### src/hdl/bps_pkg.sv
// Shared types, codes and constants of the board power sequencer.
package bps_pkg;

    localparam int unsigned CFG_WIDTH = 16;
    localparam int unsigned CFG_INDEX_WIDTH = 2;
    localparam int unsigned PHASE_WIDTH = 3;

    typedef enum logic [CFG_INDEX_WIDTH-1:0] {
        CFG_ONE_SECOND  = 2'd0,
        CFG_HALF_SECOND = 2'd1,
        CFG_STEP_DELAY  = 2'd2,
        CFG_LONG_PRESS  = 2'd3
    } cfg_index_t;

    localparam logic [CFG_WIDTH-1:0] RESET_ONE_SECOND  = 16'd100;
    localparam logic [CFG_WIDTH-1:0] RESET_HALF_SECOND = 16'd50;
    localparam logic [CFG_WIDTH-1:0] RESET_STEP_DELAY  = 16'd5;
    localparam logic [CFG_WIDTH-1:0] RESET_LONG_PRESS  = 16'd200;

    typedef struct packed {
        logic [CFG_WIDTH-1:0] ticks_one_second;
        logic [CFG_WIDTH-1:0] ticks_half_second;
        logic [CFG_WIDTH-1:0] ticks_step_delay;
        logic [CFG_WIDTH-1:0] ticks_long_press;
    } cfg_t;

    typedef enum logic [5:0] {
        PH_WAIT_BTN     = 6'b000001,
        PH_WAIT_PGOOD   = 6'b000010,
        PH_WAIT_CARRIER = 6'b000100,
        PH_CPU_START    = 6'b001000,
        PH_CPU_NO_RST   = 6'b010000,
        PH_WORKING      = 6'b100000
    } phase_t;

    localparam logic [PHASE_WIDTH-1:0] CODE_WAIT_BTN     = 3'd0;
    localparam logic [PHASE_WIDTH-1:0] CODE_WAIT_PGOOD   = 3'd1;
    localparam logic [PHASE_WIDTH-1:0] CODE_WAIT_CARRIER = 3'd2;
    localparam logic [PHASE_WIDTH-1:0] CODE_CPU_START    = 3'd3;
    localparam logic [PHASE_WIDTH-1:0] CODE_CPU_NO_RST   = 3'd4;
    localparam logic [PHASE_WIDTH-1:0] CODE_WORKING      = 3'd5;

    typedef struct packed {
        logic boot_mode_pin;
        logic cpu_power;
        logic dcdc_enable;
        logic power_good_out;
        logic cpu_reset;
        logic enable_five_volt;
        logic led_status;
        logic led_power;
    } pins_t;

    localparam pins_t PINS_RESET = '{led_status: 1'b1, default: 1'b0};

    typedef struct packed {
        logic button_level;
        logic tick_pulse;
        logic power_on_request;
    } poll_t;

    typedef struct packed {
        logic                   led_power;
        logic                   led_status;
        logic                   enable_five_volt;
        logic                   cpu_reset;
        logic                   power_good_out;
        logic                   dcdc_enable;
        logic                   cpu_power;
        logic                   boot_mode_pin;
        logic [PHASE_WIDTH-1:0] phase;
    } status_t;

    function automatic logic [PHASE_WIDTH-1:0] phase_code(input phase_t ph);
        logic [PHASE_WIDTH-1:0] code;
        case (ph)
            PH_WAIT_BTN:     code = CODE_WAIT_BTN;
            PH_WAIT_PGOOD:   code = CODE_WAIT_PGOOD;
            PH_WAIT_CARRIER: code = CODE_WAIT_CARRIER;
            PH_CPU_START:    code = CODE_CPU_START;
            PH_CPU_NO_RST:   code = CODE_CPU_NO_RST;
            PH_WORKING:      code = CODE_WORKING;
            default:         code = CODE_WAIT_BTN;
        endcase
        return code;
    endfunction

endpackage

### src/hdl/bps_stream_if.sv
// Valid/ready stream channel carrying one request payload.
interface bps_stream_if #(
    parameter type payload_t = logic
);
    logic     valid;
    logic     ready;
    payload_t data;

    modport source (output valid, output data, input ready);
    modport sink (input valid, input data, output ready);
endinterface

### src/hdl/board_power_sequencer_core.sv
// Top level of the board power sequencer: request registers and handshakes.
//
// Each request on the poll channel carries the button level, a timebase tick
// and a power-on request. For every poll request the block returns exactly one
// request on the status channel with all pin levels and the sequencing phase.
// Timing registers are written through the plain configuration write port and
// should only be changed while no poll is outstanding.
// A poll is captured in an input register, processed against the sequencer
// state once the status output register can take a result, and lands in
// that register, from which the status channel offers it.
// One poll is accepted every cycle unless the receiver stalls; the rate is
// set by the state update between the input register and the status register.
// If the receiver stalls, the status register holds its request and the input
// register takes one more poll before the poll channel deasserts ready.
// Reset puts the sequencer in the wait-for-button phase with the status LED
// high, all other pins low, the timers idle and the registers at their
// default values.
module board_power_sequencer_core #(
    parameter int unsigned TIMER_WIDTH = 16
) (
    input  logic                                 clk,
    input  logic                                 rst_n,
    bps_stream_if.sink                           poll,
    bps_stream_if.source                         status,
    input  logic                                 cfg_write_en,
    input  logic [bps_pkg::CFG_INDEX_WIDTH-1:0] cfg_index,
    input  logic [bps_pkg::CFG_WIDTH-1:0]       cfg_data
);
    bps_pkg::cfg_t    cfg;
    bps_pkg::status_t status_calc;

    logic             in_valid_reg;
    bps_pkg::poll_t   in_data_reg;
    logic             out_valid_reg;
    bps_pkg::status_t out_data_reg;
    logic             out_load;
    logic             step_en;

    assign out_load    = !out_valid_reg || status.ready;
    assign step_en     = in_valid_reg && out_load;
    assign poll.ready  = !in_valid_reg || step_en;

    bps_cfg_regs u_cfg_regs (
        .clk          (clk),
        .rst_n        (rst_n),
        .cfg_write_en (cfg_write_en),
        .cfg_index    (cfg_index),
        .cfg_data     (cfg_data),
        .cfg          (cfg)
    );

    bps_seq_core #(
        .TIMER_WIDTH (TIMER_WIDTH)
    ) u_seq_core (
        .clk         (clk),
        .rst_n       (rst_n),
        .step_en     (step_en),
        .poll_data   (in_data_reg),
        .cfg         (cfg),
        .status_next (status_calc)
    );

    always_ff @(posedge clk or negedge rst_n)
    begin
        if (!rst_n)
        begin
            in_valid_reg  <= 1'b0;
            out_valid_reg <= 1'b0;
        end
        else
        begin
            if (poll.valid && poll.ready)
            begin
                in_valid_reg <= 1'b1;
            end
            else if (step_en)
            begin
                in_valid_reg <= 1'b0;
            end

            if (step_en)
            begin
                out_valid_reg <= 1'b1;
            end
            else if (status.ready)
            begin
                out_valid_reg <= 1'b0;
            end
        end
    end

    always_ff @(posedge clk)
    begin
        if (poll.valid && poll.ready)
        begin
            in_data_reg <= poll.data;
        end
        if (step_en)
        begin
            out_data_reg <= status_calc;
        end
    end

    assign status.valid = out_valid_reg;
    assign status.data  = out_data_reg;

`ifndef NO_ASSERTIONS
    assert property (@(posedge clk) disable iff (!rst_n)
        (in_valid_reg && out_valid_reg && !status.ready) |-> !poll.ready)
        else $error("Poll accepted while both request registers are full.");

    assert property (@(posedge clk) disable iff (!rst_n)
        $rose(status.valid) |-> $past(in_valid_reg))
        else $error("Status request raised without a captured poll.");

    assert property (@(posedge clk) disable iff (!rst_n)
        (status.valid && status.data.phase == bps_pkg::CODE_WORKING)
            |-> !status.data.cpu_reset)
        else $error("CPU held in reset while working.");

    assert property (@(posedge clk) disable iff (!rst_n)
        (status.valid && status.data.phase != bps_pkg::CODE_WAIT_BTN)
            |-> status.data.enable_five_volt)
        else $error("5V supply off during the power-up sequence.");
`endif
endmodule

### src/hdl/bps_cfg_regs.sv
// Configuration register bank with a plain write port.
module bps_cfg_regs (
    input  logic                                 clk,
    input  logic                                 rst_n,
    input  logic                                 cfg_write_en,
    input  logic [bps_pkg::CFG_INDEX_WIDTH-1:0] cfg_index,
    input  logic [bps_pkg::CFG_WIDTH-1:0]       cfg_data,
    output bps_pkg::cfg_t                        cfg
);
    bps_pkg::cfg_t cfg_reg;

    always_ff @(posedge clk or negedge rst_n)
    begin
        if (!rst_n)
        begin
            cfg_reg.ticks_one_second  <= bps_pkg::RESET_ONE_SECOND;
            cfg_reg.ticks_half_second <= bps_pkg::RESET_HALF_SECOND;
            cfg_reg.ticks_step_delay  <= bps_pkg::RESET_STEP_DELAY;
            cfg_reg.ticks_long_press  <= bps_pkg::RESET_LONG_PRESS;
        end
        else if (cfg_write_en)
        begin
            case (bps_pkg::cfg_index_t'(cfg_index))
                bps_pkg::CFG_ONE_SECOND:  cfg_reg.ticks_one_second  <= cfg_data;
                bps_pkg::CFG_HALF_SECOND: cfg_reg.ticks_half_second <= cfg_data;
                bps_pkg::CFG_STEP_DELAY:  cfg_reg.ticks_step_delay  <= cfg_data;
                bps_pkg::CFG_LONG_PRESS:  cfg_reg.ticks_long_press  <= cfg_data;
                default:                  cfg_reg <= cfg_reg;
            endcase
        end
    end

    assign cfg = cfg_reg;
endmodule

### src/hdl/bps_seq_core.sv
// Sequencer state, press timing and down-counters, updated once per request.
module bps_seq_core #(
    parameter int unsigned TIMER_WIDTH = 16
) (
    input  logic            clk,
    input  logic            rst_n,
    input  logic            step_en,
    input  bps_pkg::poll_t  poll_data,
    input  bps_pkg::cfg_t   cfg,
    output bps_pkg::status_t status_next
);
    localparam int unsigned CMP_WIDTH = 32;
    localparam logic [TIMER_WIDTH-1:0] ONE = {{(TIMER_WIDTH-1){1'b0}}, 1'b1};
    localparam logic [TIMER_WIDTH-1:0] ZERO = '0;

    bps_pkg::phase_t         phase_reg, phase_next;
    bps_pkg::pins_t          pins_reg, pins_next;
    logic [TIMER_WIDTH-1:0]  led_timer_reg, led_timer_next;
    logic [TIMER_WIDTH-1:0]  blink_timer_reg, blink_timer_next;
    logic [TIMER_WIDTH-1:0]  seq_timer_reg, seq_timer_next;
    logic [TIMER_WIDTH-1:0]  tick_count_reg, tick_count_next;
    logic                    button_prev_reg, button_prev_next;
    logic [TIMER_WIDTH-1:0]  last_change_reg, last_change_next;

    logic [CMP_WIDTH-1:0]    one_ext, half_ext, step_ext;
    logic [TIMER_WIDTH-1:0]  load_one, load_half, load_step;
    logic [TIMER_WIDTH-1:0]  held;
    logic                    held_long, held_valid;

    // Timer loads keep only the low TIMER_WIDTH bits of each register.
    assign one_ext   = CMP_WIDTH'(cfg.ticks_one_second);
    assign half_ext  = CMP_WIDTH'(cfg.ticks_half_second);
    assign step_ext  = CMP_WIDTH'(cfg.ticks_step_delay);
    assign load_one  = one_ext[TIMER_WIDTH-1:0];
    assign load_half = half_ext[TIMER_WIDTH-1:0];
    assign load_step = step_ext[TIMER_WIDTH-1:0];

    assign held       = tick_count_reg - last_change_reg;
    assign held_long  = CMP_WIDTH'(held) >= CMP_WIDTH'(cfg.ticks_long_press);
    assign held_valid = CMP_WIDTH'(held) >= CMP_WIDTH'(cfg.ticks_step_delay);

    always_comb
    begin
        phase_next       = phase_reg;
        pins_next        = pins_reg;
        led_timer_next   = led_timer_reg;
        blink_timer_next = blink_timer_reg;
        seq_timer_next   = seq_timer_reg;
        tick_count_next  = tick_count_reg;
        button_prev_next = button_prev_reg;
        last_change_next = last_change_reg;

        // The power-on request is taken first, then the button, then the tick.
        if (poll_data.power_on_request && phase_next == bps_pkg::PH_WAIT_BTN)
        begin
            pins_next.led_power        = 1'b1;
            pins_next.enable_five_volt = 1'b1;
            pins_next.cpu_reset        = 1'b1;
            led_timer_next             = load_half;
            seq_timer_next             = load_step;
            phase_next                 = bps_pkg::PH_WAIT_PGOOD;
        end

        if (poll_data.button_level != button_prev_reg)
        begin
            button_prev_next = poll_data.button_level;
            last_change_next = tick_count_reg;
            if (poll_data.button_level)
            begin
                if (phase_next == bps_pkg::PH_WAIT_BTN)
                begin
                    if (held_long)
                    begin
                        pins_next.boot_mode_pin = 1'b1;
                        seq_timer_next          = load_one;
                    end
                    else if (held_valid)
                    begin
                        pins_next.led_power        = 1'b1;
                        pins_next.enable_five_volt = 1'b1;
                        pins_next.cpu_reset        = 1'b1;
                        led_timer_next             = load_half;
                        seq_timer_next             = load_step;
                        phase_next                 = bps_pkg::PH_WAIT_PGOOD;
                    end
                end
                else if (phase_next == bps_pkg::PH_WORKING && held_long)
                begin
                    pins_next.cpu_power        = 1'b0;
                    pins_next.dcdc_enable      = 1'b0;
                    pins_next.enable_five_volt = 1'b0;
                    pins_next.power_good_out   = 1'b0;
                    pins_next.boot_mode_pin    = 1'b0;
                    pins_next.led_status       = 1'b1;
                    phase_next                 = bps_pkg::PH_WAIT_BTN;
                    blink_timer_next           = load_one;
                end
            end
        end

        if (poll_data.tick_pulse)
        begin
            tick_count_next = tick_count_reg + ONE;

            if (led_timer_next != ZERO)
            begin
                led_timer_next = led_timer_next - ONE;
                if (led_timer_next == ZERO && phase_next == bps_pkg::PH_WORKING)
                begin
                    pins_next.led_status = ~pins_next.led_status;
                    led_timer_next       = load_one;
                end
            end

            if (blink_timer_next != ZERO)
            begin
                blink_timer_next = blink_timer_next - ONE;
                if (blink_timer_next == ZERO && phase_next == bps_pkg::PH_WAIT_BTN)
                begin
                    pins_next.led_power = ~pins_next.led_power;
                    blink_timer_next    = load_one;
                end
            end

            if (seq_timer_next != ZERO)
            begin
                seq_timer_next = seq_timer_next - ONE;
                if (seq_timer_next == ZERO)
                begin
                    case (phase_next)
                        bps_pkg::PH_WAIT_BTN:
                        begin
                            pins_next.led_power        = 1'b1;
                            pins_next.enable_five_volt = 1'b1;
                            pins_next.cpu_reset        = 1'b1;
                            led_timer_next             = load_half;
                            seq_timer_next             = load_step;
                            phase_next                 = bps_pkg::PH_WAIT_PGOOD;
                        end
                        bps_pkg::PH_WAIT_PGOOD:
                        begin
                            pins_next.led_status     = 1'b0;
                            pins_next.power_good_out = 1'b1;
                            seq_timer_next           = load_step;
                            phase_next               = bps_pkg::PH_WAIT_CARRIER;
                        end
                        bps_pkg::PH_WAIT_CARRIER:
                        begin
                            pins_next.dcdc_enable = 1'b1;
                            seq_timer_next        = load_step;
                            phase_next            = bps_pkg::PH_CPU_START;
                        end
                        bps_pkg::PH_CPU_START:
                        begin
                            pins_next.cpu_power = 1'b1;
                            pins_next.led_power = 1'b1;
                            seq_timer_next      = load_step;
                            phase_next          = bps_pkg::PH_CPU_NO_RST;
                        end
                        bps_pkg::PH_CPU_NO_RST:
                        begin
                            pins_next.cpu_reset = 1'b0;
                            pins_next.led_power = 1'b1;
                            seq_timer_next      = load_step;
                            phase_next          = bps_pkg::PH_WORKING;
                        end
                        default:
                        begin
                            seq_timer_next = ZERO;
                        end
                    endcase
                end
            end
        end
    end

    always_ff @(posedge clk or negedge rst_n)
    begin
        if (!rst_n)
        begin
            phase_reg       <= bps_pkg::PH_WAIT_BTN;
            pins_reg        <= bps_pkg::PINS_RESET;
            led_timer_reg   <= '0;
            blink_timer_reg <= '0;
            seq_timer_reg   <= '0;
            tick_count_reg  <= '0;
            button_prev_reg <= 1'b1;
            last_change_reg <= '0;
        end
        else if (step_en)
        begin
            phase_reg       <= phase_next;
            pins_reg        <= pins_next;
            led_timer_reg   <= led_timer_next;
            blink_timer_reg <= blink_timer_next;
            seq_timer_reg   <= seq_timer_next;
            tick_count_reg  <= tick_count_next;
            button_prev_reg <= button_prev_next;
            last_change_reg <= last_change_next;
        end
    end

    assign status_next.led_power        = pins_next.led_power;
    assign status_next.led_status       = pins_next.led_status;
    assign status_next.enable_five_volt = pins_next.enable_five_volt;
    assign status_next.cpu_reset        = pins_next.cpu_reset;
    assign status_next.power_good_out   = pins_next.power_good_out;
    assign status_next.dcdc_enable      = pins_next.dcdc_enable;
    assign status_next.cpu_power        = pins_next.cpu_power;
    assign status_next.boot_mode_pin    = pins_next.boot_mode_pin;
    assign status_next.phase            = bps_pkg::phase_code(phase_next);
endmodule

### src/flat_wrapper.sv
// flat-port wrapper written by rule: the top's interface ports become plain ports
module board_power_sequencer_core_flat 
#(
    parameter int unsigned TIMER_WIDTH = 16
)
  (clk, rst_n, cfg_write_en, cfg_index, cfg_data, poll_valid, poll_data, poll_ready, status_valid, status_data, status_ready);
  bps_stream_if #(.payload_t(bps_pkg::poll_t)) poll_i ();
  bps_stream_if #(.payload_t(bps_pkg::status_t)) status_i ();
  input  logic clk;
  input  logic rst_n;
  input  logic cfg_write_en;
  input  logic [bps_pkg::CFG_INDEX_WIDTH-1:0] cfg_index;
  input  logic [bps_pkg::CFG_WIDTH-1:0] cfg_data;
  input wire logic [$bits(poll_i.valid)-1:0] poll_valid;
  input wire logic [$bits(poll_i.data)-1:0] poll_data;
  output wire logic [$bits(poll_i.ready)-1:0] poll_ready;
  output wire logic [$bits(status_i.valid)-1:0] status_valid;
  output wire logic [$bits(status_i.data)-1:0] status_data;
  input wire logic [$bits(status_i.ready)-1:0] status_ready;
  assign poll_i.valid = poll_valid;
  assign poll_i.data = poll_data;
  assign poll_ready = poll_i.ready;
  assign status_valid = status_i.valid;
  assign status_data = status_i.data;
  assign status_i.ready = status_ready;
  board_power_sequencer_core #(.TIMER_WIDTH(TIMER_WIDTH)) u_core (.clk(clk), .rst_n(rst_n), .poll(poll_i), .status(status_i), .cfg_write_en(cfg_write_en), .cfg_index(cfg_index), .cfg_data(cfg_data));
endmodule
### config.mk
export PLATFORM = sky130hd
export DESIGN_NAME = board_power_sequencer_core_flat
export DESIGN_NICKNAME = d
export VERILOG_FILES = /design/src/hdl/bps_pkg.sv /design/src/hdl/bps_stream_if.sv /design/src/hdl/board_power_sequencer_core.sv /design/src/hdl/bps_cfg_regs.sv /design/src/hdl/bps_seq_core.sv /design/src/flat_wrapper.sv
export SDC_FILE = /design/constraint.sdc
export NUM_CORES = 1
export LEC_CHECK = 0
export BUFFER_PORTS_ARGS = -buffer_cell sky130_fd_sc_hd__buf_4
export CAP_MARGIN = 20
export CORE_MARGIN = 1
export CORE_UTILIZATION = 60
export DETAILED_ROUTE_END_ITERATION = 12
export PLACE_DENSITY_LB_ADDON = 0.3
export SLEW_MARGIN = 20
export SYNTH_ARGS = -nofsm -noshare
export SYNTH_HDL_FRONTEND = slang
export SYNTH_SLANG_ARGS = --single-unit
### constraint.sdc
create_clock -name clk -period 10.7 [get_ports clk]
set_input_delay 0.535 -clock clk [delete_from_list [all_inputs] [get_ports clk]]
set_output_delay 0.535 -clock clk [all_outputs]
set_load 0.005 [all_outputs]
* Word level (Yosys, flattened, before mapping)
Cells that the tools add are included.
** Cells by class
- Add/subtract/negate cells :: 5
- Magnitude comparators :: 2
- Equality and inequality tests :: 18
- Muxes and demuxes :: 76
- Bitwise gates (word level) :: 2
- Reduce and logical (&&, ||, !) cells :: 27
** Operators with widths (number)
- two-way mux 16 bit :: 29
- two-way mux 6 bit :: 10
- zero test 16 bit :: 3
- nonzero test 16 bit :: 3
- subtractor 16 x 1 -> 16 bit (second input constant) :: 3
- >= comparator 16 bit :: 2
- case mux 6 bit (5 select lines) :: 1
- two-way mux 1 bit :: 23
- two-way mux 7 bit :: 3
- == test 6 x 1 -> 1 bit (second input constant) :: 3
- == test 6 bit (second input constant) :: 3
- adder 16 x 1 -> 16 bit (second input constant) :: 1
- two-way mux 8 bit :: 2
- subtractor 16 bit :: 1
- case mux 3 bit (5 select lines) :: 1
- == test 6 x 2 -> 1 bit (second input constant) :: 2
- == test 6 x 3 -> 1 bit (second input constant) :: 2
- == test 6 x 4 -> 1 bit (second input constant) :: 2
- == test 6 x 5 -> 1 bit (second input constant) :: 2
- AND reduction 2 bit :: 6
- two-way mux 2 bit :: 4
- logical AND 1 bit :: 6
- OR reduction 5 bit :: 1
- == test 2 bit (second input constant) :: 2
- 11 further kinds :: 15
** Storage, ports and cells
- Register bits :: 175
- Input bits :: 26
- Word-level logic and storage cells :: 163

* Logic depth before layout (Yosys ltp)
- Word-level depth :: 18
- Mapped depth :: 44

* Cells and area by module
Synthesis repeated with hierarchy kept, for this count alone.
** Second synthesis, totals
- Cell total of the unflattened synthesis :: 1344
- Area total of the unflattened synthesis :: 12284.3 µm²
** Modules (own cells, without submodules)
- bps_seq_core :: instances 1, cells each 1186, area each 9335.2 µm², sequential area each 2381.0 µm²
- bps_cfg_regs :: instances 1, cells each 136, area each 2424.8 µm², sequential area each 1615.3 µm²
- board_power_sequencer_core :: instances 1, cells each 22, area each 524.3 µm², sequential area each 470.5 µm²

* Least setup slack after synthesis
OpenSTA, ideal clock, no wires.
- Path kind :: register -> register
- From :: reg u_core.u_seq_core.tick_count_reg[0]
- To :: reg u_core.u_seq_core.blink_timer_reg[0]
- Data arrival time :: 8.425 ns
- Required time :: 10.623 ns
- Slack :: 2.198 ns
- Stages on the path, launching flop included :: 44
- Path buffers :: 6
- Clock period less this slack :: 8.502 ns
- Cell sequence :: dfrtp_1 inv_1 ha_1 fa_1 nor2b_1 o21ai_0 a21boi_0 o21ai_0 a21boi_0 o21ai_0 a21boi_0 o21ai_0 a21boi_0 o21a_1 o21ai_0 nand2b_1 a21oi_1 xnor2_1 [8 not listed] clkbuf_1 nand2_1 o21ai_0 ha_1 clkbuf_1 nand2_1 xor2_1 nand3_1 nor2_1 a31oi_1 or4_1 a211o_1 nor4_1 clkbuf_1 nor3_1 a41oi_1 o22ai_1 a21oi_1
** Between the ends
- Cells in the longest elaborated chain, start to end :: 13
- Elaborated cells on any way between the ends :: 22
- Those cells by class :: add/sub: 2; order compare: 2; eq/ne: 1; mux: 13; reduce/logical: 4
** RTL lines
- start: declaration :: line bps_seq_core.sv:21 : logic [TIMER_WIDTH-1:0] tick_count_reg, tick_count_next;
- start signal: assignment :: line bps_seq_core.sv:197 : tick_count_reg <= tick_count_next;
- subtractor 16 bit (*) :: line bps_seq_core.sv:38 : assign held = tick_count_reg - last_change_reg;
- >= comparator 16 bit :: line bps_seq_core.sv:39 : assign held_long = CMP_WIDTH'(held) >= CMP_WIDTH'(cfg.ticks_long_press);
- logical AND 1 bit :: line bps_seq_core.sv:87 : else if (phase_next == bps_pkg::PH_WORKING && held_long)
- two-way mux 16 bit :: line bps_seq_core.sv:87
- two-way mux 16 bit :: line bps_seq_core.sv:70 : if (phase_next == bps_pkg::PH_WAIT_BTN)
- two-way mux 16 bit :: line bps_seq_core.sv:68 : if (poll_data.button_level)
- two-way mux 16 bit :: line bps_seq_core.sv:64 : if (poll_data.button_level != button_prev_reg)
- subtractor 16 x 1 -> 16 bit :: line bps_seq_core.sv:117 : blink_timer_next = blink_timer_next - ONE;
- zero test 16 bit :: line bps_seq_core.sv:118 : if (blink_timer_next == ZERO && phase_next == bps_pkg::PH_WAIT_BTN)
- logical AND 1 bit :: line bps_seq_core.sv:118
- two-way mux 16 bit :: line bps_seq_core.sv:118
- two-way mux 16 bit :: line bps_seq_core.sv:115 : if (blink_timer_next != ZERO)
- two-way mux 16 bit (*) :: line bps_seq_core.sv:101 : if (poll_data.tick_pulse)
- end signal: assignment :: line bps_seq_core.sv:195 : blink_timer_reg <= blink_timer_next;
- end: declaration :: line bps_seq_core.sv:19 : logic [TIMER_WIDTH-1:0] blink_timer_reg, blink_timer_next;
Mark *: on every way between the ends. The rest lies on a longest branch, timed or not.
A chain may end at the register's enable or synchronous reset.

==> flow_summary.toml <==
[placement]
pre_cts_slack_ns = 1.67
hpwl_microns = 24400
io_buffers = 38
gp_congestion = 1.01

[sta]
setup_slack_ns = 1.47
setup_violations = 0
final.setup_skew_ns = 0.0101
rsz0062_at_grt = "no"
fin_crit_ns = 9.23
setup_tns_ns = 0
period_share = 0.862
fmax_mhz = 108
relSlewSlack = 0.251
hold_viol = 0
worst_pin_slew_ns = 1.12
slew_viol_final = 0

[die]
die_w_microns = 145
die_y_microns = 145
die-area_sq_mm = 0.0210
core_sq_mm = 0.0197
row_count = 51
start_util = 0.620
io_pins = 39

[clock_tree]
postCtsSetupBuffers = 0
cts_tree = "yes"
clkTransAtPathRegs_ns = 0.08
cts_sinks = 175
clockBufferDepth = 2
clockRootBuffer = "clkbuf_16"
clk-insertion-delay-late_ns = 0.44
cts-buffers-inserted = 17
cts_hold_buffers = 0
htree_levels = 4
post_cts_resized = 0

[critical_path]
cp_slowest_cell = "and2_1"
path_common_cell = "o21ai_0"
slowest_delay_ns = 0.88
critPathArrivalTime_ns = 9.41
cp_data_required_time_ns = 10.89
worstSetupEndpointType = "register"
setup.worst_path.class = "register to register"
worstSetupStartpointType = "register"
critPathMaxFanout = 21

[logic_synthesis]
yosysWarnings = 0
synth-edff-count = 14
seq_area_frac_synth = 0.365
syn_area_per_cell_sq_um = 9.13
synthesis.area_sq_mm = 0.0122
ys.flop_type = "dfrtp_1"
syn-num-nets = 1424
async_reset_ff_frac = 0.920
ys_types = 87
synth-seq-cells = 175
syn_inst = 1340

[detailed_routing]
wl_met2_microns = 15700
firstDrtPassIters = 6
wirelength_microns = 34200
met1_length_microns = 14500
remaining_drc_errors = 0
vias = 10562
drt_iter0_drc = 1071
dr.max_layer_used = "met5"
post_drt_wl_per_cell_microns = 21.0
ant_nets = 0
avgViaCountPerCell = 6.48
met3_length_microns = 2890

[run_status]
status = "complete, no violations"

[power]
p_leak_nw = 5.68
power_density_mw_per_mm2 = 276
irDropWorstVdd_mv = 0.213

[worst_hold_path]
hp-class = "input pin to asynchronous set/reset pin"

[grt]
grt_pass1_vias = 10191
grt_pass1_wl_microns = 54900
grt_max_degree = 66
track_usage = 0.345
grt_overflow_total = 0
antenna_found_initial = 0

[finish]
num_antenna_cells = 0
final_cell_mix = "nand2_1 (161), dfrtp_1 (147), nor2_1 (120), mux2_2 (87), inv_1 (68)"
largest_reg_flops = 64
nFillCells = 1537
final_common_cell = "nand2_1"
area_growth_pct = 9.31
drive_gt1_frac = 0.171
finalNetCount = 1437

[flow_run]
drv_cap = 0
## report_power, final
part / total, W / internal, W / leakage, nW / switching, W
clock: 0.000639 / 0.000318 / 0.296 / 0.000321
combinational: 0.00200 / 0.000807 / 3.28 / 0.00120
sequential: 0.00104 / 0.000836 / 2.10 / 0.000208
## final timing paths
kind                                                     start                                   end  slack, ns  depth (start not counted)
setup / recovery           u_core.u_seq_core.tick_count_reg[0]                 u_core.status.data[2]       1.47                         32
hold / removal                                           rst_n  u_core.u_seq_core.blink_timer_reg[2]      0.008                          1
setup reg to reg           u_core.u_seq_core.tick_count_reg[0]                 u_core.status.data[2]       1.47                         32
hold reg to reg             u_core.u_seq_core.seq_timer_reg[1]    u_core.u_seq_core.seq_timer_reg[1]       0.48                          2
max in group asynchronous                                rst_n             u_core.u_cfg_regs.cfg[44]       8.84                          3
min in group clk                                  poll_data[2]                 u_core.in_data_reg[2]       0.27                          1
## cells by family after synthesis
kind of cell,after synthesis,share of synthesized area
multiplexers,130,0.115
flip-flops,175,0.365
buffers and inverters,131,0.0425
AO/OA/AOI/OAI,305,0.179
XOR/XNOR,60,0.0430
adder cells (fa/ha/maj),58,0.0599
AND/OR/NAND/NOR,481,0.195
## cells in the mapped netlist, types with 7 or more instances
library cell,number,area (sq um)
a21oi_1,63,315
edfxtp_1,14,420
nor3_1,17,85.1
o221ai_2,7,105
xnor2_1,33,289
nor4_1,13,81.3
inv_1,69,259
a21o_1,15,113
xor2_1,27,236
a21boi_0,13,97.6
mux2i_1,43,430
buf_2,13,65.1
dfrtp_1,147,3680
o21ai_0,59,295
a211oi_1,11,82.6
and3_1,14,87.6
o22ai_1,7,43.8
nand2_1,162,608
nor2b_1,13,81.3
mux2_2,87,980
nand4_1,29,181
o21a_1,9,67.6
nand2b_1,11,68.8
nand3_1,22,110
nor2_1,120,450
clkbuf_1,43,161
o31ai_1,19,143
and2_1,24,150
ha_1,57,713
or3_1,15,93.8
a31oi_1,19,119
dfstp_2,14,368
## critical path: cells and delay by family, from the launching register on
family	cells	cell delay (ns)
AO/OA/AOI/OAI	14	3.22
XOR/XNOR	3	0.61
adder cells (fa/ha/maj)	3	0.94
buffers and inverters	2	0.19
flip-flops	1	0.39
AND/OR/NAND/NOR	10	3.57
## layer usage
metal,global-route usage,vias to the layer above
li1,-,4878
met1,0.470,5108
met2,0.550,486
met3,0.0563,88
met4,0.132,2
met5,0,-
## layout make-up
cell class / count / area, sq um / share of cell area
inverters: 70 / 263 / 0.0197
multi-input cells: 1034 / 7280 / 0.545
repair buffers: 55 / 417 / 0.0312
well taps: 265 / 332 / 0.0248
flip-flops and latches: 175 / 4470 / 0.334
clock buffers: 17 / 425 / 0.0318
clock inverters: 15 / 184 / 0.0138
## metrics by stage
step | std cells | hold WS, ns | utilization | power (W) | instance area, sq um
after detailed placement | 1599 | 0.466 | 0.647 | 0.00299 | 12800
after floorplan | 1340 | 0.239 | - | 0.00249 | 12200
after CTS | 1631 | 0.0306 | 0.678 | 0.00365 | 13400
after global placement | 1599 | 0.462 | 0.647 | 0.00291 | 12800
after global routing | 1631 | 0.0440 | 0.678 | 0.00395 | 13400
final | 1631 | 0.00769 | 0.678 | 0.00369 | 13400
(Power assumes the default switching activity.)
